File: src/design/assert_macros.svh
// Assertion macros shared by the loader RTL
`ifndef ASSERT_MACROS_SVH
`define ASSERT_MACROS_SVH

// Check that an expression holds at every clock edge outside reset
`define ASSERT_ALWAYS(label, expr, msg) \
   label: assert property (@(posedge clock) disable iff (reset) (expr)) \
      else $error(msg);

// Check that a condition implies a consequence in the same cycle
`define ASSERT_IMPLY(label, ante, cons, msg) \
   label: assert property (@(posedge clock) disable iff (reset) (ante) |-> (cons)) \
      else $error(msg);

`endif

File: src/design/hrbl_pkg.sv
// Package: shared types and constants of the hex record bank loader
`default_nettype none

package hrbl_pkg;

   localparam int CHAR_W      = 8;
   localparam int ADDR_W      = 21;
   localparam int KIND_W      = 2;
   localparam int BANK_CNT_W  = 7;
   localparam int NIB_W       = 4;

   localparam logic [BANK_CNT_W-1:0] MIN_BANKS   = 7'd2;
   localparam logic [BANK_CNT_W-1:0] MAX_BANKS   = 7'd64;
   localparam logic [BANK_CNT_W-1:0] BANK_EXTRA  = 7'd5;
   localparam logic [7:0]            BANKS_LIMIT = 8'd255;

   localparam logic [15:0] BANK_START = 16'hC000;
   localparam logic [15:0] BANK_SIZE  = 16'h4000;
   localparam int          BANK_SHIFT = 14;

   // Image size is a multiple of 16 KiB, so the fold works on the upper bits only
   localparam int FOLD_W = 32 - BANK_SHIFT;
   localparam int MOD_W  = BANK_CNT_W;

   localparam int QUEUE_DEPTH = 4;

   localparam logic [CHAR_W-1:0] CHAR_COLON = 8'h3A;
   localparam logic [CHAR_W-1:0] DIGIT_LO   = 8'h30;
   localparam logic [CHAR_W-1:0] DIGIT_HI   = 8'h39;
   localparam logic [CHAR_W-1:0] UPPER_LO   = 8'h41;
   localparam logic [CHAR_W-1:0] UPPER_HI   = 8'h46;
   localparam logic [CHAR_W-1:0] UPPER_BASE = 8'h37;
   localparam logic [CHAR_W-1:0] LOWER_LO   = 8'h61;
   localparam logic [CHAR_W-1:0] LOWER_HI   = 8'h66;
   localparam logic [CHAR_W-1:0] LOWER_BASE = 8'h57;

   localparam logic [7:0] REC_DATA      = 8'h00;
   localparam logic [7:0] REC_EOF       = 8'h01;
   localparam logic [7:0] REC_EXT_SEG   = 8'h02;
   localparam logic [7:0] REC_START_SEG = 8'h03;
   localparam logic [7:0] REC_EXT_LIN   = 8'h04;
   localparam logic [7:0] REC_START_LIN = 8'h05;

   typedef enum logic [KIND_W-1:0] {
      KIND_WRITE,
      KIND_SKIP,
      KIND_EMPTY,
      KIND_UNKNOWN
   } result_kind_type;

   typedef enum logic [1:0] {
      TOK_COLON,
      TOK_HEX,
      TOK_OTHER
   } token_class_type;

   typedef struct packed {
      token_class_type  cls;
      logic [NIB_W-1:0] nib;
   } token_type;

   typedef struct packed {
      logic              start;
      logic [FOLD_W-1:0] dividend;
      logic [MOD_W-1:0]  divisor;
   } fold_req_type;

   typedef struct packed {
      logic             done;
      logic [MOD_W-1:0] remainder;
   } fold_rsp_type;

endpackage

`default_nettype wire

File: src/design/hrbl_req_if.sv
// Interface: character input channel
`default_nettype none

interface hrbl_req_if;
   import hrbl_pkg::*;

   logic              valid;
   logic              ready;
   logic [CHAR_W-1:0] char_code;

   modport source (output valid, output char_code, input ready);
   modport sink (input valid, input char_code, output ready);
endinterface

`default_nettype wire

File: src/design/hrbl_rsp_if.sv
// Interface: result channel carrying memory writes and record flags
`default_nettype none

interface hrbl_rsp_if;
   import hrbl_pkg::*;

   logic              valid;
   logic              ready;
   logic [KIND_W-1:0] result_kind;
   logic [ADDR_W-1:0] write_address;
   logic [CHAR_W-1:0] write_data;

   modport source (output valid, output result_kind, output write_address,
                   output write_data, input ready);
   modport sink (input valid, input result_kind, input write_address,
                 input write_data, output ready);
endinterface

`default_nettype wire

File: src/design/hrbl_front.sv
// Front stage: accepts characters and classifies them into tokens
`default_nettype none

module hrbl_front (
   input  wire logic          clock,
   input  wire logic          reset,
   hrbl_req_if.sink           req_chan,
   output logic               tok_valid,
   input  wire logic          tok_ready,
   output hrbl_pkg::token_type tok
);
   import hrbl_pkg::*;

   logic      tok_valid_ff, tok_valid_in;
   token_type tok_ff, tok_in;
   logic      take;

   assign req_chan.ready = !tok_valid_ff || tok_ready;
   assign take           = req_chan.valid && req_chan.ready;
   assign tok_valid      = tok_valid_ff;
   assign tok            = tok_ff;

   always_comb begin
      tok_in.cls = TOK_OTHER;
      tok_in.nib = '0;
      case (req_chan.char_code) inside
         CHAR_COLON: begin
            tok_in.cls = TOK_COLON;
         end
         [DIGIT_LO:DIGIT_HI]: begin
            tok_in.cls = TOK_HEX;
            tok_in.nib = NIB_W'(req_chan.char_code - DIGIT_LO);
         end
         [UPPER_LO:UPPER_HI]: begin
            tok_in.cls = TOK_HEX;
            tok_in.nib = NIB_W'(req_chan.char_code - UPPER_BASE);
         end
         [LOWER_LO:LOWER_HI]: begin
            tok_in.cls = TOK_HEX;
            tok_in.nib = NIB_W'(req_chan.char_code - LOWER_BASE);
         end
         default: begin
            tok_in.cls = TOK_OTHER;
         end
      endcase
      tok_valid_in = req_chan.ready ? req_chan.valid : tok_valid_ff;
   end

   always_ff @(posedge clock) begin
      if (reset) begin
         tok_valid_ff <= 1'b0;
      end else begin
         tok_valid_ff <= tok_valid_in;
      end
      if (take) begin
         tok_ff <= tok_in;
      end
   end

endmodule

`default_nettype wire

File: src/design/hrbl_queue.sv
// Token queue between the front and back stages
`default_nettype none
`include "assert_macros.svh"

module hrbl_queue (
   input  wire logic                 clock,
   input  wire logic                 reset,
   input  wire logic                 push_valid,
   output logic                      push_ready,
   input  wire hrbl_pkg::token_type  push_data,
   output logic                      pop_valid,
   input  wire logic                 pop_ready,
   output hrbl_pkg::token_type       pop_data
);
   import hrbl_pkg::*;

   localparam int PTR_W = $clog2(QUEUE_DEPTH);
   localparam int CNT_W = $clog2(QUEUE_DEPTH + 1);
   localparam logic [CNT_W-1:0] FULL_COUNT = CNT_W'(QUEUE_DEPTH);

   token_type        mem_ff [QUEUE_DEPTH];
   logic [PTR_W-1:0] wr_ptr_ff, wr_ptr_in;
   logic [PTR_W-1:0] rd_ptr_ff, rd_ptr_in;
   logic [CNT_W-1:0] count_ff, count_in;
   logic             push, pop;
   logic [PTR_W-1:0] ptr_gap;

   assign push_ready = count_ff != FULL_COUNT;
   assign pop_valid  = count_ff != '0;
   assign pop_data   = mem_ff[rd_ptr_ff];
   assign push       = push_valid && push_ready;
   assign pop        = pop_valid && pop_ready;
   assign ptr_gap    = wr_ptr_ff - rd_ptr_ff;

   always_comb begin
      wr_ptr_in = push ? wr_ptr_ff + 1'b1 : wr_ptr_ff;
      rd_ptr_in = pop ? rd_ptr_ff + 1'b1 : rd_ptr_ff;
      count_in  = count_ff;
      if (push && !pop) begin
         count_in = count_ff + 1'b1;
      end else if (pop && !push) begin
         count_in = count_ff - 1'b1;
      end
   end

   always_ff @(posedge clock) begin
      if (reset) begin
         wr_ptr_ff <= '0;
         rd_ptr_ff <= '0;
         count_ff  <= '0;
      end else begin
         wr_ptr_ff <= wr_ptr_in;
         rd_ptr_ff <= rd_ptr_in;
         count_ff  <= count_in;
      end
      if (push) begin
         mem_ff[wr_ptr_ff] <= push_data;
      end
   end

   `ASSERT_ALWAYS(a_queue_count_bound, count_ff <= FULL_COUNT, "queue count above depth")
   `ASSERT_ALWAYS(a_queue_ptr_gap, ptr_gap == PTR_W'(count_ff), "queue pointers disagree with count")

endmodule

`default_nettype wire

File: src/design/hrbl_fold.sv
// Serial remainder unit: one quotient bit per cycle, folds addresses into the image
`default_nettype none
`include "assert_macros.svh"

module hrbl_fold (
   input  wire logic                   clock,
   input  wire logic                   reset,
   input  wire hrbl_pkg::fold_req_type fold_req,
   output hrbl_pkg::fold_rsp_type      fold_rsp
);
   import hrbl_pkg::*;

   localparam int STEP_W = $clog2(FOLD_W + 1);

   logic [FOLD_W-1:0] num_ff, num_in;
   logic [MOD_W-1:0]  div_ff, div_in;
   logic [MOD_W-1:0]  rem_ff, rem_in;
   logic [STEP_W-1:0] step_ff, step_in;
   logic              busy_ff, busy_in;
   logic              done_ff, done_in;
   logic [MOD_W:0]    trial;
   logic [MOD_W:0]    diff;
   logic              fits;

   assign fold_rsp.done      = done_ff;
   assign fold_rsp.remainder = rem_ff;

   always_comb begin
      trial   = {rem_ff, num_ff[FOLD_W-1]};
      diff    = trial - {1'b0, div_ff};
      fits    = trial >= {1'b0, div_ff};
      num_in  = num_ff;
      div_in  = div_ff;
      rem_in  = rem_ff;
      step_in = step_ff;
      busy_in = busy_ff;
      done_in = 1'b0;
      if (fold_req.start) begin
         num_in  = fold_req.dividend;
         div_in  = fold_req.divisor;
         rem_in  = '0;
         step_in = STEP_W'(FOLD_W);
         busy_in = 1'b1;
      end else if (busy_ff) begin
         rem_in  = fits ? diff[MOD_W-1:0] : trial[MOD_W-1:0];
         num_in  = {num_ff[FOLD_W-2:0], 1'b0};
         step_in = step_ff - 1'b1;
         if (step_ff == STEP_W'(1)) begin
            busy_in = 1'b0;
            done_in = 1'b1;
         end
      end
   end

   always_ff @(posedge clock) begin
      if (reset) begin
         busy_ff <= 1'b0;
         done_ff <= 1'b0;
         step_ff <= '0;
      end else begin
         busy_ff <= busy_in;
         done_ff <= done_in;
         step_ff <= step_in;
      end
      num_ff <= num_in;
      div_ff <= div_in;
      rem_ff <= rem_in;
   end

   `ASSERT_IMPLY(a_fold_rem_below, done_ff, rem_ff < div_ff, "remainder not below divisor")
   `ASSERT_IMPLY(a_fold_busy_steps, busy_ff, step_ff != '0, "fold busy with no steps left")

endmodule

`default_nettype wire

File: src/design/hrbl_back.sv
// Back stage: record parser, bank counter, address forming and result register
`default_nettype none
`include "assert_macros.svh"

module hrbl_back (
   input  wire logic                                 clock,
   input  wire logic                                 reset,
   input  wire logic                                 csr_write_en,
   input  wire logic [hrbl_pkg::BANK_CNT_W-1:0]      csr_write_data,
   input  wire logic                                 tok_valid,
   output logic                                      tok_ready,
   input  wire hrbl_pkg::token_type                  tok,
   output hrbl_pkg::fold_req_type                    fold_req,
   input  wire hrbl_pkg::fold_rsp_type               fold_rsp,
   hrbl_rsp_if.source                                rsp_chan
);
   import hrbl_pkg::*;

   typedef enum logic [3:0] {
      PH_IDLE,
      PH_COUNT,
      PH_ADDR,
      PH_TYPE,
      PH_DATA,
      PH_EXT,
      PH_TAIL,
      PH_PLACE,
      PH_FOLD,
      PH_CHECK
   } phase_type;

   typedef enum logic [1:0] {
      MODE_NONE,
      MODE_LINEAR,
      MODE_SEGMENT
   } mode_type;

   phase_type         phase_ff, phase_in;
   mode_type          mode_ff, mode_in;
   logic [1:0]        cnt_ff, cnt_in;
   logic [3:0]        hi_ff, hi_in;
   logic [7:0]        len_ff, len_in;
   logic [15:0]       off_ff, off_in;
   logic [7:0]        kind_ff, kind_in;
   logic [7:0]        left_ff, left_in;
   logic [ADDR_W-1:0] wp_ff, wp_in;
   logic [15:0]       seg_ff, seg_in;
   logic [15:0]       upper_ff, upper_in;
   logic [7:0]        banks_ff, banks_in;
   logic [22:0]       addr_ff, addr_in;
   logic [23:0]       phys_ff, phys_in;
   logic [BANK_SHIFT-1:0] low_ff, low_in;
   logic [BANK_CNT_W-1:0] bank_cnt_ff, bank_cnt_in;

   logic              rsp_valid_ff, rsp_valid_in;
   result_kind_type   rsp_kind_ff, rsp_kind_in;
   logic [ADDR_W-1:0] rsp_addr_ff, rsp_addr_in;
   logic [CHAR_W-1:0] rsp_data_ff, rsp_data_in;

   logic                  emit;
   logic                  out_free;
   logic                  busy_phase;
   logic                  take;
   logic [7:0]            kind_next;
   logic [15:0]           off_next;
   logic [7:0]            banks_new;
   logic [22:0]           addr_calc;
   logic [31:0]           linear_sum;
   logic [BANK_CNT_W-1:0] bank_eff;
   logic [MOD_W-1:0]      img_banks;
   logic [ADDR_W-1:0]     img_size;
   logic [24:0]           rec_end;
   mode_type              want_mode;
   mode_type              mode_eff;

   assign out_free   = !rsp_valid_ff || rsp_chan.ready;
   assign busy_phase = phase_ff == PH_PLACE || phase_ff == PH_FOLD || phase_ff == PH_CHECK;
   assign tok_ready  = out_free && !busy_phase;
   assign take       = tok_valid && tok_ready;

   assign rsp_chan.valid         = rsp_valid_ff;
   assign rsp_chan.result_kind   = rsp_kind_ff;
   assign rsp_chan.write_address = rsp_addr_ff;
   assign rsp_chan.write_data    = rsp_data_ff;

   always_comb begin
      bank_eff = bank_cnt_ff;
      if (bank_cnt_ff < MIN_BANKS) begin
         bank_eff = MIN_BANKS;
      end else if (bank_cnt_ff > MAX_BANKS) begin
         bank_eff = MAX_BANKS;
      end
      img_banks = bank_eff + BANK_EXTRA;
      img_size  = {img_banks, {BANK_SHIFT{1'b0}}};

      kind_next = {kind_ff[3:0], tok.nib};
      off_next  = {off_ff[11:0], tok.nib};

      // advance the bank counter on a record placed at the bank window start
      banks_new = banks_ff;
      if (off_ff == BANK_START && banks_ff != BANKS_LIMIT) begin
         banks_new = banks_ff + 8'd1;
      end
      if (off_ff < BANK_START) begin
         addr_calc = {7'd0, off_ff};
      end else if (banks_new == 8'd0) begin
         addr_calc = {7'd0, off_ff} - {7'd0, BANK_SIZE};
      end else begin
         addr_calc = {7'd0, off_ff} + {1'b0, banks_new - 8'd1, {BANK_SHIFT{1'b0}}};
      end

      linear_sum = {upper_ff, 16'd0} + {9'd0, addr_ff};
      rec_end    = {1'b0, phys_ff} + {17'd0, len_ff};

      want_mode = (kind_next == REC_EXT_SEG) ? MODE_SEGMENT : MODE_LINEAR;
      mode_eff  = (mode_ff == MODE_NONE) ? want_mode : mode_ff;

      phase_in    = phase_ff;
      mode_in     = mode_ff;
      cnt_in      = cnt_ff;
      hi_in       = hi_ff;
      len_in      = len_ff;
      off_in      = off_ff;
      kind_in     = kind_ff;
      left_in     = left_ff;
      wp_in       = wp_ff;
      seg_in      = seg_ff;
      upper_in    = upper_ff;
      banks_in    = banks_ff;
      addr_in     = addr_ff;
      phys_in     = phys_ff;
      low_in      = low_ff;
      bank_cnt_in = csr_write_en ? csr_write_data : bank_cnt_ff;

      fold_req.start    = 1'b0;
      fold_req.dividend = linear_sum[31:BANK_SHIFT];
      fold_req.divisor  = img_banks;

      emit        = 1'b0;
      rsp_kind_in = rsp_kind_ff;
      rsp_addr_in = rsp_addr_ff;
      rsp_data_in = rsp_data_ff;

      case (phase_ff)
         PH_PLACE: begin
            if (mode_ff == MODE_SEGMENT) begin
               phys_in  = {4'd0, seg_ff, 4'd0} + {1'b0, addr_ff};
               phase_in = PH_CHECK;
            end else begin
               fold_req.start = 1'b1;
               low_in         = linear_sum[BANK_SHIFT-1:0];
               phase_in       = PH_FOLD;
            end
         end
         PH_FOLD: begin
            if (fold_rsp.done) begin
               phys_in  = 24'({fold_rsp.remainder, low_ff});
               phase_in = PH_CHECK;
            end
         end
         PH_CHECK: begin
            if (rec_end > {4'd0, img_size}) begin
               emit        = 1'b1;
               rsp_kind_in = KIND_SKIP;
               rsp_addr_in = phys_ff[ADDR_W-1:0];
               rsp_data_in = '0;
               phase_in    = PH_TAIL;
            end else begin
               wp_in    = phys_ff[ADDR_W-1:0];
               left_in  = len_ff;
               cnt_in   = '0;
               phase_in = PH_DATA;
            end
         end
         default: begin
            if (take) begin
               if (tok.cls == TOK_COLON) begin
                  phase_in = PH_COUNT;
                  cnt_in   = '0;
                  len_in   = '0;
                  off_in   = '0;
                  kind_in  = '0;
               end else if (phase_ff == PH_IDLE) begin
                  phase_in = PH_IDLE;
               end else if (tok.cls != TOK_HEX) begin
                  phase_in = PH_IDLE;
               end else begin
                  case (phase_ff)
                     PH_COUNT: begin
                        len_in = {len_ff[3:0], tok.nib};
                        cnt_in = cnt_ff + 2'd1;
                        if (cnt_ff == 2'd1) begin
                           cnt_in   = '0;
                           phase_in = PH_ADDR;
                        end
                     end
                     PH_ADDR: begin
                        off_in = off_next;
                        cnt_in = cnt_ff + 2'd1;
                        if (cnt_ff == 2'd3) begin
                           cnt_in   = '0;
                           phase_in = PH_TYPE;
                        end
                     end
                     PH_TYPE: begin
                        kind_in = kind_next;
                        cnt_in  = cnt_ff + 2'd1;
                        if (cnt_ff == 2'd1) begin
                           cnt_in = '0;
                           case (kind_next)
                              REC_DATA: begin
                                 if (len_ff == 8'd0) begin
                                    emit        = 1'b1;
                                    rsp_kind_in = KIND_EMPTY;
                                    rsp_addr_in = ADDR_W'(off_ff);
                                    rsp_data_in = '0;
                                    phase_in    = PH_TAIL;
                                 end else begin
                                    banks_in = banks_new;
                                    addr_in  = addr_calc;
                                    phase_in = PH_PLACE;
                                 end
                              end
                              REC_EXT_SEG, REC_EXT_LIN: begin
                                 mode_in = mode_eff;
                                 if (mode_eff == want_mode) begin
                                    phase_in = PH_EXT;
                                    off_in   = '0;
                                 end else begin
                                    phase_in = PH_TAIL;
                                 end
                              end
                              REC_EOF, REC_START_SEG, REC_START_LIN: begin
                                 phase_in = PH_TAIL;
                              end
                              default: begin
                                 emit        = 1'b1;
                                 rsp_kind_in = KIND_UNKNOWN;
                                 rsp_addr_in = ADDR_W'(off_ff);
                                 rsp_data_in = '0;
                                 phase_in    = PH_TAIL;
                              end
                           endcase
                        end
                     end
                     PH_DATA: begin
                        if (cnt_ff == 2'd0) begin
                           hi_in  = tok.nib;
                           cnt_in = 2'd1;
                        end else begin
                           cnt_in      = '0;
                           emit        = 1'b1;
                           rsp_kind_in = KIND_WRITE;
                           rsp_addr_in = wp_ff;
                           rsp_data_in = {hi_ff, tok.nib};
                           wp_in       = wp_ff + 1'b1;
                           left_in     = left_ff - 8'd1;
                           if (left_ff == 8'd1) begin
                              phase_in = PH_TAIL;
                           end
                        end
                     end
                     PH_EXT: begin
                        off_in = off_next;
                        cnt_in = cnt_ff + 2'd1;
                        if (cnt_ff == 2'd3) begin
                           cnt_in = '0;
                           if (kind_ff == REC_EXT_SEG) begin
                              seg_in = off_next;
                           end else begin
                              upper_in = off_next;
                           end
                           phase_in = PH_TAIL;
                        end
                     end
                     default: begin
                        phase_in = phase_ff;
                     end
                  endcase
               end
            end
         end
      endcase

      rsp_valid_in = emit ? 1'b1 : (rsp_chan.ready ? 1'b0 : rsp_valid_ff);
   end

   always_ff @(posedge clock) begin
      if (reset) begin
         phase_ff     <= PH_IDLE;
         mode_ff      <= MODE_NONE;
         cnt_ff       <= '0;
         seg_ff       <= '0;
         upper_ff     <= '0;
         banks_ff     <= '0;
         bank_cnt_ff  <= MIN_BANKS;
         rsp_valid_ff <= 1'b0;
      end else begin
         phase_ff     <= phase_in;
         mode_ff      <= mode_in;
         cnt_ff       <= cnt_in;
         seg_ff       <= seg_in;
         upper_ff     <= upper_in;
         banks_ff     <= banks_in;
         bank_cnt_ff  <= bank_cnt_in;
         rsp_valid_ff <= rsp_valid_in;
      end
      hi_ff       <= hi_in;
      len_ff      <= len_in;
      off_ff      <= off_in;
      kind_ff     <= kind_in;
      left_ff     <= left_in;
      wp_ff       <= wp_in;
      addr_ff     <= addr_in;
      phys_ff     <= phys_in;
      low_ff      <= low_in;
      rsp_kind_ff <= rsp_kind_in;
      rsp_addr_ff <= rsp_addr_in;
      rsp_data_ff <= rsp_data_in;
   end

   `ASSERT_IMPLY(a_back_no_overrun, emit, out_free, "result produced over an untaken result")
   `ASSERT_IMPLY(a_back_data_left, phase_ff == PH_DATA, left_ff != 8'd0, "data phase with no bytes left")

endmodule

`default_nettype wire

File: src/design/hex_record_bank_loader_top.sv
// Top level: hex record bank loader, front classifier, token queue, fold unit and parser
//
// Takes one ASCII character of Intel HEX text per req_chan transfer and returns
// memory writes and record flags on rsp_chan, at most one result per character.
// The front stage accepts a character every cycle into a 4-entry token queue with room;
// the parser drains one token per cycle while its result register is free (see below).
// Completing the type field of a non-empty data record passes through PH_PLACE and
// PH_CHECK in segmented mode, and through PH_PLACE, PH_FOLD and PH_CHECK otherwise;
// in PH_FOLD the serial remainder unit folds linear addresses into the image size.
// The parser takes no tokens meanwhile. A record of n data bytes is 2n + 11 characters.
// bank_count is to be written through csr_write_en/csr_write_data while the block is
// idle, unenforced by the block; it is clamped to 2..64; no clearing pass follows reset.
`default_nettype none

module hex_record_bank_loader_top (
   input  wire logic                            clock,
   input  wire logic                            reset,
   input  wire logic                            csr_write_en,
   input  wire logic [hrbl_pkg::BANK_CNT_W-1:0] csr_write_data,
   hrbl_req_if.sink                             req_chan,
   hrbl_rsp_if.source                           rsp_chan
);
   import hrbl_pkg::*;

   logic         front_valid;
   logic         front_ready;
   token_type    front_tok;
   logic         queue_valid;
   logic         queue_ready;
   token_type    queue_tok;
   fold_req_type fold_req;
   fold_rsp_type fold_rsp;

   hrbl_front u_front (
      .clock     (clock),
      .reset     (reset),
      .req_chan  (req_chan),
      .tok_valid (front_valid),
      .tok_ready (front_ready),
      .tok       (front_tok)
   );

   hrbl_queue u_queue (
      .clock      (clock),
      .reset      (reset),
      .push_valid (front_valid),
      .push_ready (front_ready),
      .push_data  (front_tok),
      .pop_valid  (queue_valid),
      .pop_ready  (queue_ready),
      .pop_data   (queue_tok)
   );

   hrbl_fold u_fold (
      .clock    (clock),
      .reset    (reset),
      .fold_req (fold_req),
      .fold_rsp (fold_rsp)
   );

   hrbl_back u_back (
      .clock          (clock),
      .reset          (reset),
      .csr_write_en   (csr_write_en),
      .csr_write_data (csr_write_data),
      .tok_valid      (queue_valid),
      .tok_ready      (queue_ready),
      .tok            (queue_tok),
      .fold_req       (fold_req),
      .fold_rsp       (fold_rsp),
      .rsp_chan       (rsp_chan)
   );

endmodule

`default_nettype wire

File: src/flat_wrapper.sv
// flat-port wrapper written by rule: the top's interface ports become plain ports
module hex_record_bank_loader_top_flat import hrbl_pkg::*;
  (clock, reset, csr_write_en, csr_write_data, req_chan_valid, req_chan_char_code, req_chan_ready, rsp_chan_valid, rsp_chan_result_kind, rsp_chan_write_address, rsp_chan_write_data, rsp_chan_ready);
  hrbl_req_if req_chan_i ();
  hrbl_rsp_if rsp_chan_i ();
  input  wire logic clock;
  input  wire logic reset;
  input  wire logic csr_write_en;
  input  wire logic [hrbl_pkg::BANK_CNT_W-1:0] csr_write_data;
  input wire logic [$bits(req_chan_i.valid)-1:0] req_chan_valid;
  input wire logic [$bits(req_chan_i.char_code)-1:0] req_chan_char_code;
  output wire logic [$bits(req_chan_i.ready)-1:0] req_chan_ready;
  output wire logic [$bits(rsp_chan_i.valid)-1:0] rsp_chan_valid;
  output wire logic [$bits(rsp_chan_i.result_kind)-1:0] rsp_chan_result_kind;
  output wire logic [$bits(rsp_chan_i.write_address)-1:0] rsp_chan_write_address;
  output wire logic [$bits(rsp_chan_i.write_data)-1:0] rsp_chan_write_data;
  input wire logic [$bits(rsp_chan_i.ready)-1:0] rsp_chan_ready;
  assign req_chan_i.valid = req_chan_valid;
  assign req_chan_i.char_code = req_chan_char_code;
  assign req_chan_ready = req_chan_i.ready;
  assign rsp_chan_valid = rsp_chan_i.valid;
  assign rsp_chan_result_kind = rsp_chan_i.result_kind;
  assign rsp_chan_write_address = rsp_chan_i.write_address;
  assign rsp_chan_write_data = rsp_chan_i.write_data;
  assign rsp_chan_i.ready = rsp_chan_ready;
  hex_record_bank_loader_top u_core (.clock(clock), .reset(reset), .csr_write_en(csr_write_en), .csr_write_data(csr_write_data), .req_chan(req_chan_i), .rsp_chan(rsp_chan_i));
endmodule
File: config.mk
export PLATFORM = sky130hd
export DESIGN_NAME = hex_record_bank_loader_top_flat
export DESIGN_NICKNAME = d
export VERILOG_FILES = /design/src/design/hrbl_pkg.sv /design/src/design/hrbl_req_if.sv /design/src/design/hrbl_rsp_if.sv /design/src/design/hrbl_front.sv /design/src/design/hrbl_queue.sv /design/src/design/hrbl_fold.sv /design/src/design/hrbl_back.sv /design/src/design/hex_record_bank_loader_top.sv /design/src/flat_wrapper.sv
export VERILOG_INCLUDE_DIRS = /design/src /design/src/design
export SDC_FILE = /design/constraint.sdc
export NUM_CORES = 1
export LEC_CHECK = 0
export ABC_AREA = 1
export CAP_MARGIN = 20
export CORE_MARGIN = 2
export CORE_UTILIZATION = 52
export DETAILED_ROUTE_END_ITERATION = 12
export DONT_BUFFER_PORTS = 1
export PLACE_DENSITY = 0.64
export SLEW_MARGIN = 30
export SYNTH_ARGS = -nofsm -noshare
export SYNTH_HDL_FRONTEND = slang
export SYNTH_SLANG_ARGS = --single-unit
File: constraint.sdc
create_clock -name clock -period 4.89 [get_ports clock]
set_input_delay 0.978 -clock clock [delete_from_list [all_inputs] [get_ports clock]]
set_output_delay 0.978 -clock clock [all_outputs]
set_load 0.1 [all_outputs]
; ---- Word-level counts from Yosys, hierarchy flattened
; Memory sizes are Yosys's and may differ from the RTL's. A register that Yosys moved wholly into a read port is not among the register bits.
; Cells that the tools add are included.
[classes]
n_reduce_logical = 63
eq_ne = 50
order_cmp = 11
n_mux = 135
n_addsub = 20
bitwise = 9
[ops]
columns = op, n
row1 = $mux W21, 15
row2 = $mux W8, 22
row3 = $pmux W21 S2, 4
row4 = $mux W16, 6
row5 = $pmux W8 S2, 4
row6 = $mux W4, 14
row7 = $ne A8 B8 Y1 const B, 7
row8 = $mux W24, 2
row9 = $pmux W24 S2, 1
row10 = $mux W2, 22
row11 = $reduce_and A8 Y1, 5
row12 = $mux W18, 2
row13 = $add A32 B23 Y32, 1
row14 = $pmux W16 S2, 1
row15 = $ne A3 B3 Y1 const B, 9
row16 = $add A24 B8 Y25, 1
row17 = $gt A25 B21 Y1, 1
row18 = $add A20 B23 Y24, 1
row19 = $eq A8 B2 Y1 const B, 3
row20 = $logic_not A8 Y1, 3
row21 = $add A16 B22 Y23, 1
row22 = $mux W1, 23
row23 = $mux W23, 1
row24 = $add A21 B1 Y21 const B, 1
row25 = 64 further kinds, 138
[word_totals]
mem_bits_rw = 24
regBits = 266
out_inout_bits = 33
mem_count = 1
inputBits = 20
[mem_list]
columns = name, depth, width, read_ports, rd_ports_with_merged_regs, write_ports, line_no
row1 = u_core.u_queue.mem_ff, 4, 6, 1, 1, 1, hrbl_queue.sv:21  ; token_type mem_ff [QUEUE_DEPTH];

; ---- Logic depth before layout (Yosys ltp)
; Gate-level depths: netlist (run 1).
[depth]
word_depth = 13
ltp_mapped = 25
ltp_nobuf = 25

; ---- Hierarchy
; A second synthesis (run 1) with hierarchy kept.
[unflattened]
hier_cells = 1825
hier_area_um2 = 16000.3
[by_module_without_submodules]
columns = mod, area_each_um2, n_inst, seq_area_each_um2, cells_each
row1 = hrbl_back, 12151.7, 1, 5835.6, 1411
row2 = hrbl_fold, 1983.2, 1, 1031.0, 232
row3 = hrbl_queue, 1398.8, 1, 900.9, 126
row4 = hrbl_front, 466.7, 1, 200.2, 56

; ---- Worst setup path after synthesis (run 1)
; Ideal clock, no wire load.
[synth_path]
path_kind = register to register
start = register u_core.u_back.len_ff[0]
end = register u_core.u_back.left_ff[0], enable pin
stages_incl_launch_ff = 22
path_buffers = 0
required_ns = 4.465
setup_ns = 0.425
slack_ns = 0.399
arrival_time_ns = 4.066
cell_sequence = edfxtp_1 -> ha_1 -> fa_1 -> nand2_1 -> nand3_1 -> nand3_1 -> nand2_1 -> nand4_1 -> xor2_1 -> ha_1 -> nand2_1 -> nor3_1 -> nand3_1 -> nor2_1 -> nand2_1 -> nor2_1 -> nand2_1 -> nor2_1 -> nand3_1 -> nand2_1 -> nand2_1 -> a21oi_1
[synth_between]
elab_chain_cells = 4
[synth_rtl]
columns = element, line_no
row1 = from (decl), hrbl_back.sv:42  ; logic [7:0] len_ff, len_in;
row2 = from (signal assigned), hrbl_back.sv:309  ; len_ff <= len_in;
row3 = $add A24 B8 Y25, hrbl_back.sv:113  ; rec_end = {1'b0, phys_ff} + {17'd0, len_ff};
row4 = $gt A25 B21 Y1, hrbl_back.sv:162  ; if (rec_end > {4'd0, img_size}) begin
row5 = $ne A2 B2 Y1 (no line), n/a
row6 = $reduce_and A8 Y1 (no line), n/a
row7 = to (signal assigned), hrbl_back.sv:312  ; left_ff <= left_in;
row8 = to (decl), hrbl_back.sv:45  ; logic [7:0] left_ff, left_in;
; No other way between the ends.
; A chain may end at the register's enable or synchronous reset.

; ---- Final worst setup path (run 1)
[layout_path]
start = register u_core.u_back.len_ff[0]
end = register u_core.u_back.wp_ff[20], enable pin
[layout_between]
elab_chain_cells = 4
[layout_rtl]
columns = element, line_no
row1 = $add A24 B8 Y25, hrbl_back.sv:113
row2 = $gt A25 B21 Y1, hrbl_back.sv:162
row3 = $ne A2 B2 Y1 (no line), n/a
row4 = $reduce_and A8 Y1 (no line), n/a
row5 = to (signal assigned), hrbl_back.sv:313  ; wp_ff <= wp_in;
row6 = to (decl), hrbl_back.sv:46  ; logic [ADDR_W-1:0] wp_ff, wp_in;
; No other way between the ends.

==> flow_metrics.env, run 1 <==
export IMPL_hpwlAfterDp_mm=28.1
export IMPL_fp_dieW_um=178
export IMPL_synthArstFlopShare_pct=0
export IMPL_yosysUniqueCellTypes=59
export IMPL_synthToLayoutAreaGrowth_pct=10.6
export IMPL_hold_viol=0
export IMPL_dp_slack_ns=0.923
export IMPL_cp_required_ns=5.06
export IMPL_slew_headroom_pct=38.4
export IMPL_synthAdderAreaFrac_pct=6.43
export IMPL_clock_path_buffers=3
export IMPL_period_minus_slack_ns=3.98
export IMPL_drt_iter0_drc=823
export IMPL_grt_pass1_wl_mm=60.8
export IMPL_avgSynthCellArea_sq_um=8.77
export IMPL_postCtsSetupRepairBufs=0
export IMPL_cts_root_buf="clkbuf_16"
export IMPL_synthSimpleGateAreaFrac_pct=21.4
export IMPL_finalNetCount=1899
export IMPL_initial_core_util_pct=52.9
export IMPL_synth_edf_count=212
export IMPL_drive_gt1_share_pct=6.90
export IMPL_status="completed"
export IMPL_wl_mm=37.8
export IMPL_num_io_pins=53
export IMPL_die_area_sq_um=31500
export IMPL_synth_area_sq_um=15700
export IMPL_power_density_nw_per_um2=425
export IMPL_whs_path_depth=0
export IMPL_ir_drop_mv=0.259
export IMPL_core_sq_um=29600
export IMPL_synth_top_family_by_area="simple AND/OR/NAND/NOR gates"
export IMPL_synth_compound_area_share_pct=11.5
export IMPL_worstSetupEndpointType="register"
export IMPL_min_delay_start="u_core.u_back.addr_ff[3]$_DFFE_PP_"
export IMPL_dr_pass1_iters=7
export IMPL_r2r_end="u_core.u_back.wp_ff[20]$_DFFE_PP_"
export IMPL_path_clk_slew_ns=0.06
export IMPL_diodes=0
export IMPL_setup_violations=0
export IMPL_crit_path_max_incr_delay_ns=0.45
export IMPL_cts_resized_gates=0
export IMPL_ff2ff_path_depth=22
export IMPL_critPathTopFamily="simple AND/OR/NAND/NOR gates"
export IMPL_worstSetupPathType="register to register"
export IMPL_numCtsBuffers=34
export IMPL_ant_nets=0
export IMPL_antenna_found_initial=0
export IMPL_cp_max_fo=29
export IMPL_max_freq_ghz=0.251
export IMPL_nFillCells=2651
export IMPL_clock_sinks=292
export IMPL_htree_levels=2
export IMPL_grt_max_degree=49
export IMPL_ys_warnings_count=0
export IMPL_dieHeight_um=178
export IMPL_drv_slew=0
export IMPL_cts_tree="built"
export IMPL_port_buffer_count=0
export IMPL_synthMuxAreaShare_pct=0
export IMPL_cp_arrival_ns=4.15
export IMPL_rsz0062_at_grt="no"
export IMPL_ys_seq_area_share_pct=50.8
export IMPL_worst_slack_ns=0.910
export IMPL_leakage_nw=7.29
export IMPL_slowest_stage="fa_1"
export IMPL_grt_pass1_vias=11400
export IMPL_drv_cap=0
export IMPL_ys_flop_type="edfxtp_1"
export IMPL_rrSetupSlack_ns=0.91
export IMPL_ctsHoldBuffers=0
export IMPL_startpoint_type="register"
export IMPL_hp_class="register to register"
export IMPL_hold_end="u_core.u_back.low_ff[3]$_DFFE_PP_"
export IMPL_crit_path_frequent_cell="nand2_1"
export IMPL_insertion_delay_ns=0.52
export IMPL_setup_tns_ns=0
export IMPL_min_period_over_period_pct=81.4
export IMPL_r2r_start="u_core.u_back.len_ff[0]$_SDFFCE_PP0P_"
export IMPL_gp_congestion=0.905
export IMPL_cp_buffers_inverters=1
export IMPL_synth_nets=1884
export IMPL_worst_pin_slew_ns=0.926
export IMPL_wl_per_cell_um=17.1
export IMPL_power_mw=7.36
export IMPL_rows=63
export IMPL_gr_usage_all_layers_pct=24.7
export IMPL_route_detailed_drc=0
export IMPL_cp_cell_sequence="ha_1, fa_1, nand2_1, nand3_1, nand3_1, nand2_1, nand4_1, xor2_1, ha_1, nand2_1, nor3_1, nand3_1, nor2_1, nand2_1, nor2_1, nand2_1, nor2_1, nand3_1, nand2_1, nand2_1, a21oi_2, buf_4"
export IMPL_whs_ns=0.451
export IMPL_crit_path_start="u_core.u_back.len_ff[0]$_SDFFCE_PP0P_"
export IMPL_ys_ff_latch=292
export IMPL_synthCells=1787
export IMPL_vias_per_cell=5.42
export IMPL_fin_worst_skew_ns=0.0205
export IMPL_synth_xor_area_share_pct=3.07
export IMPL_grt_overflow=0
export IMPL_vias=12000
-- metal layers --
metal,wire [um],track usage (%)
met2,17100,39.3
met3,1970,4.13
met1,17300,33.9
met4,1440,9.60
met5,0,0
-- logic make-up (layout without fill, tap and decap cells) --
| family | count (synthesis) | count (layout) |
|---|---|---|
| xor gates and xnor gates | 55 | 55 |
| adders and majority gates | 77 | 77 |
| DFF | 292 | 292 |
| and+or+nand+nor | 765 | 765 |
| buffers and inverters | 273 | 313 |
| AOI/OAI and AO/OA | 325 | 325 |
-- power breakdown --
part           internal, mW  switching (mW)
sequential             2.91           0.187
clock                  1.70            1.02
combinational         0.446            1.10
total                  5.06            2.30
-- worst reg2reg max path: cells and delay by family (launching register included) --
kind / cells / cell delay (ns)
simple gates: 16 / 1.58
fa+ha+maj: 3 / 1.01
flops: 1 / 0.39
buf+inv: 1 / 0.37
compound gates: 1 / 0.17
xor+xnor: 1 / 0.09
-- flip-flops by register name, summed over array words and instances, names as in the netlist, 4 cells and up, named ones only --
signal                                flops
u_core.u_back.kind_ff                     8
u_core.u_back.rsp_chan.write_address     21
u_core.u_front.tok                        6
u_core.u_back.hi_ff                       4
u_core.u_queue.mem_ff                    24
u_core.u_fold.div_ff                      7
u_core.u_back.off_ff                     16
u_core.u_back.wp_ff                      21
u_core.u_back.len_ff                      8
u_core.u_back.low_ff                     14
u_core.u_back.bank_cnt_ff                 7
u_core.u_back.addr_ff                    23
u_core.u_back.phase_ff                    4
u_core.u_back.upper_ff                   16
u_core.u_fold.num_ff                     18
u_core.u_fold.step_ff                     5
u_core.u_back.rsp_chan.write_data         8
u_core.u_back.banks_ff                    8
u_core.u_back.phys_ff                    24
u_core.u_back.seg_ff                     16
u_core.u_back.left_ff                     8
u_core.u_fold.rem_ff                      7
-- cell type report --
cell class,instances,area (sq um),share of cell area [%]
timing repair buffer,16,120,0.693
tap,390,488,2.82
multi-input combinational,1222,6680,38.5
clock buffer,45,912,5.26
sequential,292,7970,46.0
inverter,236,887,5.12
clock inverter,16,280,1.62
-- synth_stat cells (2+ instances only) --
library cell  instances  area, sq um
xnor2_1              11         96.3
a21o_1                2         15.0
nor2_1              182          683
nand3_1              85          425
nand2_2              11         68.8
a221oi_1              2         17.5
and2_1                3         18.8
nand2_4               4         45.0
nand2_1             388         1460
nor2_8                3         60.1
clkbuf_1             25         93.8
o22ai_1               7         43.8
o31ai_1               6         45.0
nor2_4                3         33.8
o21a_1               13         97.6
xor2_1               44          385
a211oi_1              2         15.0
a21oi_1             124          621
a32o_1                2         20.0
inv_1               223          837
edfxtp_1            212         6370
nand3_2               2         20.0
or2_2                 8         50.1
dfxtp_1              80         1600
nand3b_1              6         45.0
ha_1                 71          888
nor2_2                3         18.8
o211ai_1             12         90.1
buf_2                 8         40.0
nor3_1               26          130
o21ai_0             129          646
nand4_1              22          138
o21bai_1              5         37.5
fa_1                  6          120
a31oi_1               8         50.1
o21ai_1               4         20.0
nor4_1               12         75.1
buf_1                 2         7.51
inv_2                11         41.3
-- per-stage QoR --
step | utilization (%) | std cells | instance area (sq um)
6_report | 58.5 | 2217 | 17300
4_1_cts | 58.5 | 2217 | 17300
2_1_floorplan | - | 1787 | 15700
3_5_place_dp | 54.5 | 2156 | 16100
5_1_grt | 58.5 | 2217 | 17300
3_3_place_gp | 54.4 | 2156 | 16100
-- cell usage in the layout (no fill, tap or decap), types with 5 or more instances in the layout --
| cell type | Yosys | layout |
|---|---|---|
| a21oi_1 | 124 | 123 |
| a31oi_1 | 8 | 8 |
| buf_4 | 1 | 16 |
| bufinv_16 | 0 | 7 |
| clkbuf_1 | 25 | 9 |
| clkbuf_16 | 0 | 34 |
| dfxtp_1 | 80 | 80 |
| edfxtp_1 | 212 | 212 |
| fa_1 | 6 | 6 |
| ha_1 | 71 | 71 |
| inv_1 | 223 | 222 |
| inv_2 | 11 | 11 |
| nand2_1 | 388 | 388 |
| nand2_2 | 11 | 11 |
| nand3_1 | 85 | 84 |
| nand3b_1 | 6 | 6 |
| nand4_1 | 22 | 22 |
| nor2_1 | 182 | 181 |
| nor3_1 | 26 | 26 |
| nor4_1 | 12 | 12 |
| o211ai_1 | 12 | 12 |
| o21a_1 | 13 | 13 |
| o21ai_0 | 129 | 129 |
| o21bai_1 | 5 | 5 |
| o22ai_1 | 7 | 7 |
| o31ai_1 | 6 | 6 |
| or2_2 | 8 | 8 |
| xnor2_1 | 11 | 11 |
| xor2_1 | 44 | 44 |
-- how the worst max path moves through the flow --
stage | to | slack [ns] | cells after the start
detailed placement | u_core.u_back.wp_ff[19]$_DFFE_PP_ | 0.92 | 22
global route | u_core.u_back.wp_ff[8]$_DFFE_PP_ | 0.50 | 22
CTS | u_core.u_back.wp_ff[20]$_DFFE_PP_ | 0.91 | 22
finish | u_core.u_back.wp_ff[20]$_DFFE_PP_ | 0.91 | 22
global placement | u_core.u_back.wp_ff[20]$_DFFE_PP_ | 1.01 | 22
floorplan | u_core.u_back.left_ff[0]$_DFFE_PP_ | 0.40 | 21
Note: power is estimated with default switching activity, not from simulation.
==> run 2: changes to the inputs <==
PLACE_DENSITY = 0.67   (was 0.64)
clock period = 3.3 ns   (was 4.89 ns; I/O delays follow)
==> run 2 against run 1 <==
The flow now finishes with violations (negative setup slack). Worst hold slack got worse by 0.26 ns. Non-clock buffer count rose by 76. Sequential share of layout area fell by 2.1 points. Core utilization rose by 2.8 points. Sequential power rose by 48%. Clock skew rose by 0.010 ns. Clock-buffer cell count rose by 3. Critical path depth rose by 1. Critical endpoint is now u_core.u_back.rsp_chan.write_address[16]$_DFFE_PP_. Largest cell class unchanged.
==> flow_metrics.env, run 2 (synthesis gave the netlist of run 1 again) <==
export IMPL_vias_per_cell=5.44
export IMPL_wl_mm=39.0
export IMPL_status="finished with violations"
export IMPL_switching_share_pct=32.3
export IMPL_ir_drop_mv=0.340
export IMPL_seq_power_share_pct=41.8
export IMPL_grt_use_met1_pct=34.2
export IMPL_cts_tree="built"
export IMPL_regArea_sq_um=7970
export IMPL_clock_sinks=292
export IMPL_port_buffer_count=0
export IMPL_crit_path_max_incr_delay_ns=0.40
export IMPL_busiest_layer="met2"
export IMPL_die_area_sq_um=31500
export IMPL_r2r_start="u_core.u_back.phys_ff[0]$_DFFE_PP_"
export IMPL_cp_max_fo=5
export IMPL_diodes=0
export IMPL_antenna_found_initial=0
export IMPL_fin_worst_skew_ns=0.0310
export IMPL_violations="negative setup slack"
export IMPL_rows=63
export IMPL_multi_input_area_sq_um=6850
export IMPL_hpwlAfterDp_mm=28.6
export IMPL_worst_slack_ns=-0.199
export IMPL_largestRegisters="u_core.u_back.phys_ff: 24 flops, u_core.u_queue.mem_ff: 24 flops, u_core.u_back.addr_ff: 23 flops"
export IMPL_grt_use_met2_pct=42.3
export IMPL_slowest_stage="edfxtp_1"
export IMPL_path_clk_slew_ns=0.06
export IMPL_cp_required_ns=3.60
export IMPL_whs_ns=0.191
export IMPL_min_period_over_period_pct=106
export IMPL_vias=12500
export IMPL_finalNetCount=1975
export IMPL_grt_max_degree=46
export IMPL_insertion_delay_ns=0.53
export IMPL_htree_levels=2
export IMPL_drv_slew=0
export IMPL_final_cell_mix="nand2_1, inv_1, edfxtp_1, nor2_1, o21ai_0"
export IMPL_combPwrFrac_pct=24.4
export IMPL_drive_gt1_share_pct=12.3
export IMPL_core_sq_um=29600
export IMPL_initial_core_util_pct=52.9
export IMPL_crit_path_frequent_cell="nand2_2"
export IMPL_power_switching_mw=3.53
export IMPL_cp_arrival_ns=3.80
export IMPL_grt_pass1_wl_mm=62.4
export IMPL_max_freq_ghz=0.286
export IMPL_power_density_nw_per_um2=603
export IMPL_grt_pass1_vias=12000
export IMPL_cp_buffers_inverters=3
export IMPL_worstSetupEndpointType="register"
export IMPL_worstSetupPathType="register to register"
export IMPL_hp_class="primary input to register"
export IMPL_drt_iter0_drc=980
export IMPL_rrSetupSlack_ns=-0.20
export IMPL_ctsHoldBuffers=0
export IMPL_p_int_mw=7.42
export IMPL_r2r_end="u_core.u_back.rsp_chan.write_address[16]$_DFFE_PP_"
export IMPL_rsz0062_at_grt="yes"
export IMPL_cts_root_buf="clkbuf_16"
export IMPL_synthToLayoutAreaGrowth_pct=15.9
export IMPL_critPathTopFamily="simple AND/OR/NAND/NOR gates"
export IMPL_p_clk_share_pct=33.7
export IMPL_fp_dieW_um=178
export IMPL_drv_cap=0
export IMPL_gp_congestion=0.963
export IMPL_route_detailed_drc=0
export IMPL_ant_nets=0
export IMPL_startpoint_type="register"
export IMPL_dieHeight_um=178
export IMPL_numCtsBuffers=34
export IMPL_hold_end="u_core.u_back.rsp_chan.valid$_SDFFE_PP0P_"
export IMPL_gr_usage_all_layers_pct=25.2
export IMPL_setup_violations=61
export IMPL_use_met3_pct=3.11
export IMPL_slew_headroom_pct=37.7
export IMPL_hold_viol=0
export IMPL_min_delay_start="reset"
export IMPL_finish_instance_area_sq_um=18200
export IMPL_period_minus_slack_ns=3.50
export IMPL_wl_per_cell_um=17.0
export IMPL_cp_cell_sequence="ha_2, fa_2, nand2_2, nand3_2, nand3_2, nand2_2, nand4_1, xor2_1, ha_1, buf_4, a21oi_2, o21ai_1, and2_1, nor2_1, o21ai_1, nand2_1, nand2_2, nand2_2, nand2_4, nand2_4, nand2_8, buf_12, buf_16"
export IMPL_ff2ff_path_depth=23
export IMPL_worst_pin_slew_ns=0.936
export IMPL_grt_overflow=0
export IMPL_num_io_pins=53
export IMPL_place_area_sq_um=16700
export IMPL_final_common_cell="nand2_1"
export IMPL_whs_path_depth=1
export IMPL_dr_pass1_iters=5
export IMPL_leakage_nw=7.70
export IMPL_clock_path_buffers=3
export IMPL_nFillCells=2566
==> run 2: metal layers <==
layer	share of wire [%]	routed length [um]	vias up
met3	5.0	1970	64
met2	48	18600	349
met4	2.6	1000	0
met1	45	17400	5864
li1	-	-	6195
met5	0	0	-
==> run 2: what timing repair did <==
| item | in CTS | in global routing |
|---|---|---|
| cloned | 4 | 2 |
| pin swaps | 5 | 6 |
| gates resized for setup | 22 | 11 |
| endpoints found under the setup margin | 64 | 65 |
| setup buffers | 8 | 5 |
==> run 2: power groups by stage <==
stage | Clock (mW) | Combinational, mW | Sequential (mW)
3_3_place_gp | 0 | 2.54 | 4.63
5_1_grt | 3.88 | 2.95 | 4.61
2_1_floorplan | 0 | 1.65 | 4.56
3_5_place_dp | 0 | 2.56 | 4.65
4_1_cts | 3.75 | 2.61 | 4.58
6_report | 3.69 | 2.68 | 4.58
==> run 2: area by class of cell <==
class	instances	area share [%]
flip-flops and latches	292	43.8
multi-input cells	1222	37.7
clock buffers	48	5.43
inverters	236	4.88
repair buffers	92	4.80
well taps	390	2.69
clock inverters	13	0.647
==> run 2: through the flow <==
step	worst slack [ns]	setup TNS, ns	util, %	instances	power (mW)
floorplan	-0.138	-4.00	-	1787	6.21
detailed placement	-0.222	-12.57	56.4	2216	7.20
global placement	-0.198	-9.53	56.4	2216	7.17
finish	-0.199	-8.13	61.3	2293	11.0
global route	-0.455	-24.31	61.3	2293	11.4
CTS	-0.170	-7.29	61.0	2288	10.9
==> run 2: worst max path at each step <==
stage                                     startpoint                                                 end  slack [ns]  cells past startpoint
6_report          u_core.u_back.phys_ff[0]$_DFFE_PP_  u_core.u_back.rsp_chan.write_address[16]$_DFFE_PP_       -0.20                     23
5_1_grt           u_core.u_back.phys_ff[0]$_DFFE_PP_                    u_core.u_back.wp_ff[0]$_DFFE_PP_       -0.45                     23
4_1_cts           u_core.u_back.phys_ff[0]$_DFFE_PP_                   u_core.u_back.wp_ff[19]$_DFFE_PP_       -0.17                     23
3_5_place_dp   u_core.u_back.len_ff[0]$_SDFFCE_PP0P_                   u_core.u_back.wp_ff[14]$_DFFE_PP_       -0.22                     21
3_3_place_gp   u_core.u_back.len_ff[4]$_SDFFCE_PP0P_                   u_core.u_back.wp_ff[13]$_DFFE_PP_       -0.20                     22
2_1_floorplan  u_core.u_back.len_ff[0]$_SDFFCE_PP0P_                  u_core.u_back.left_ff[0]$_DFFE_PP_       -0.14                     21
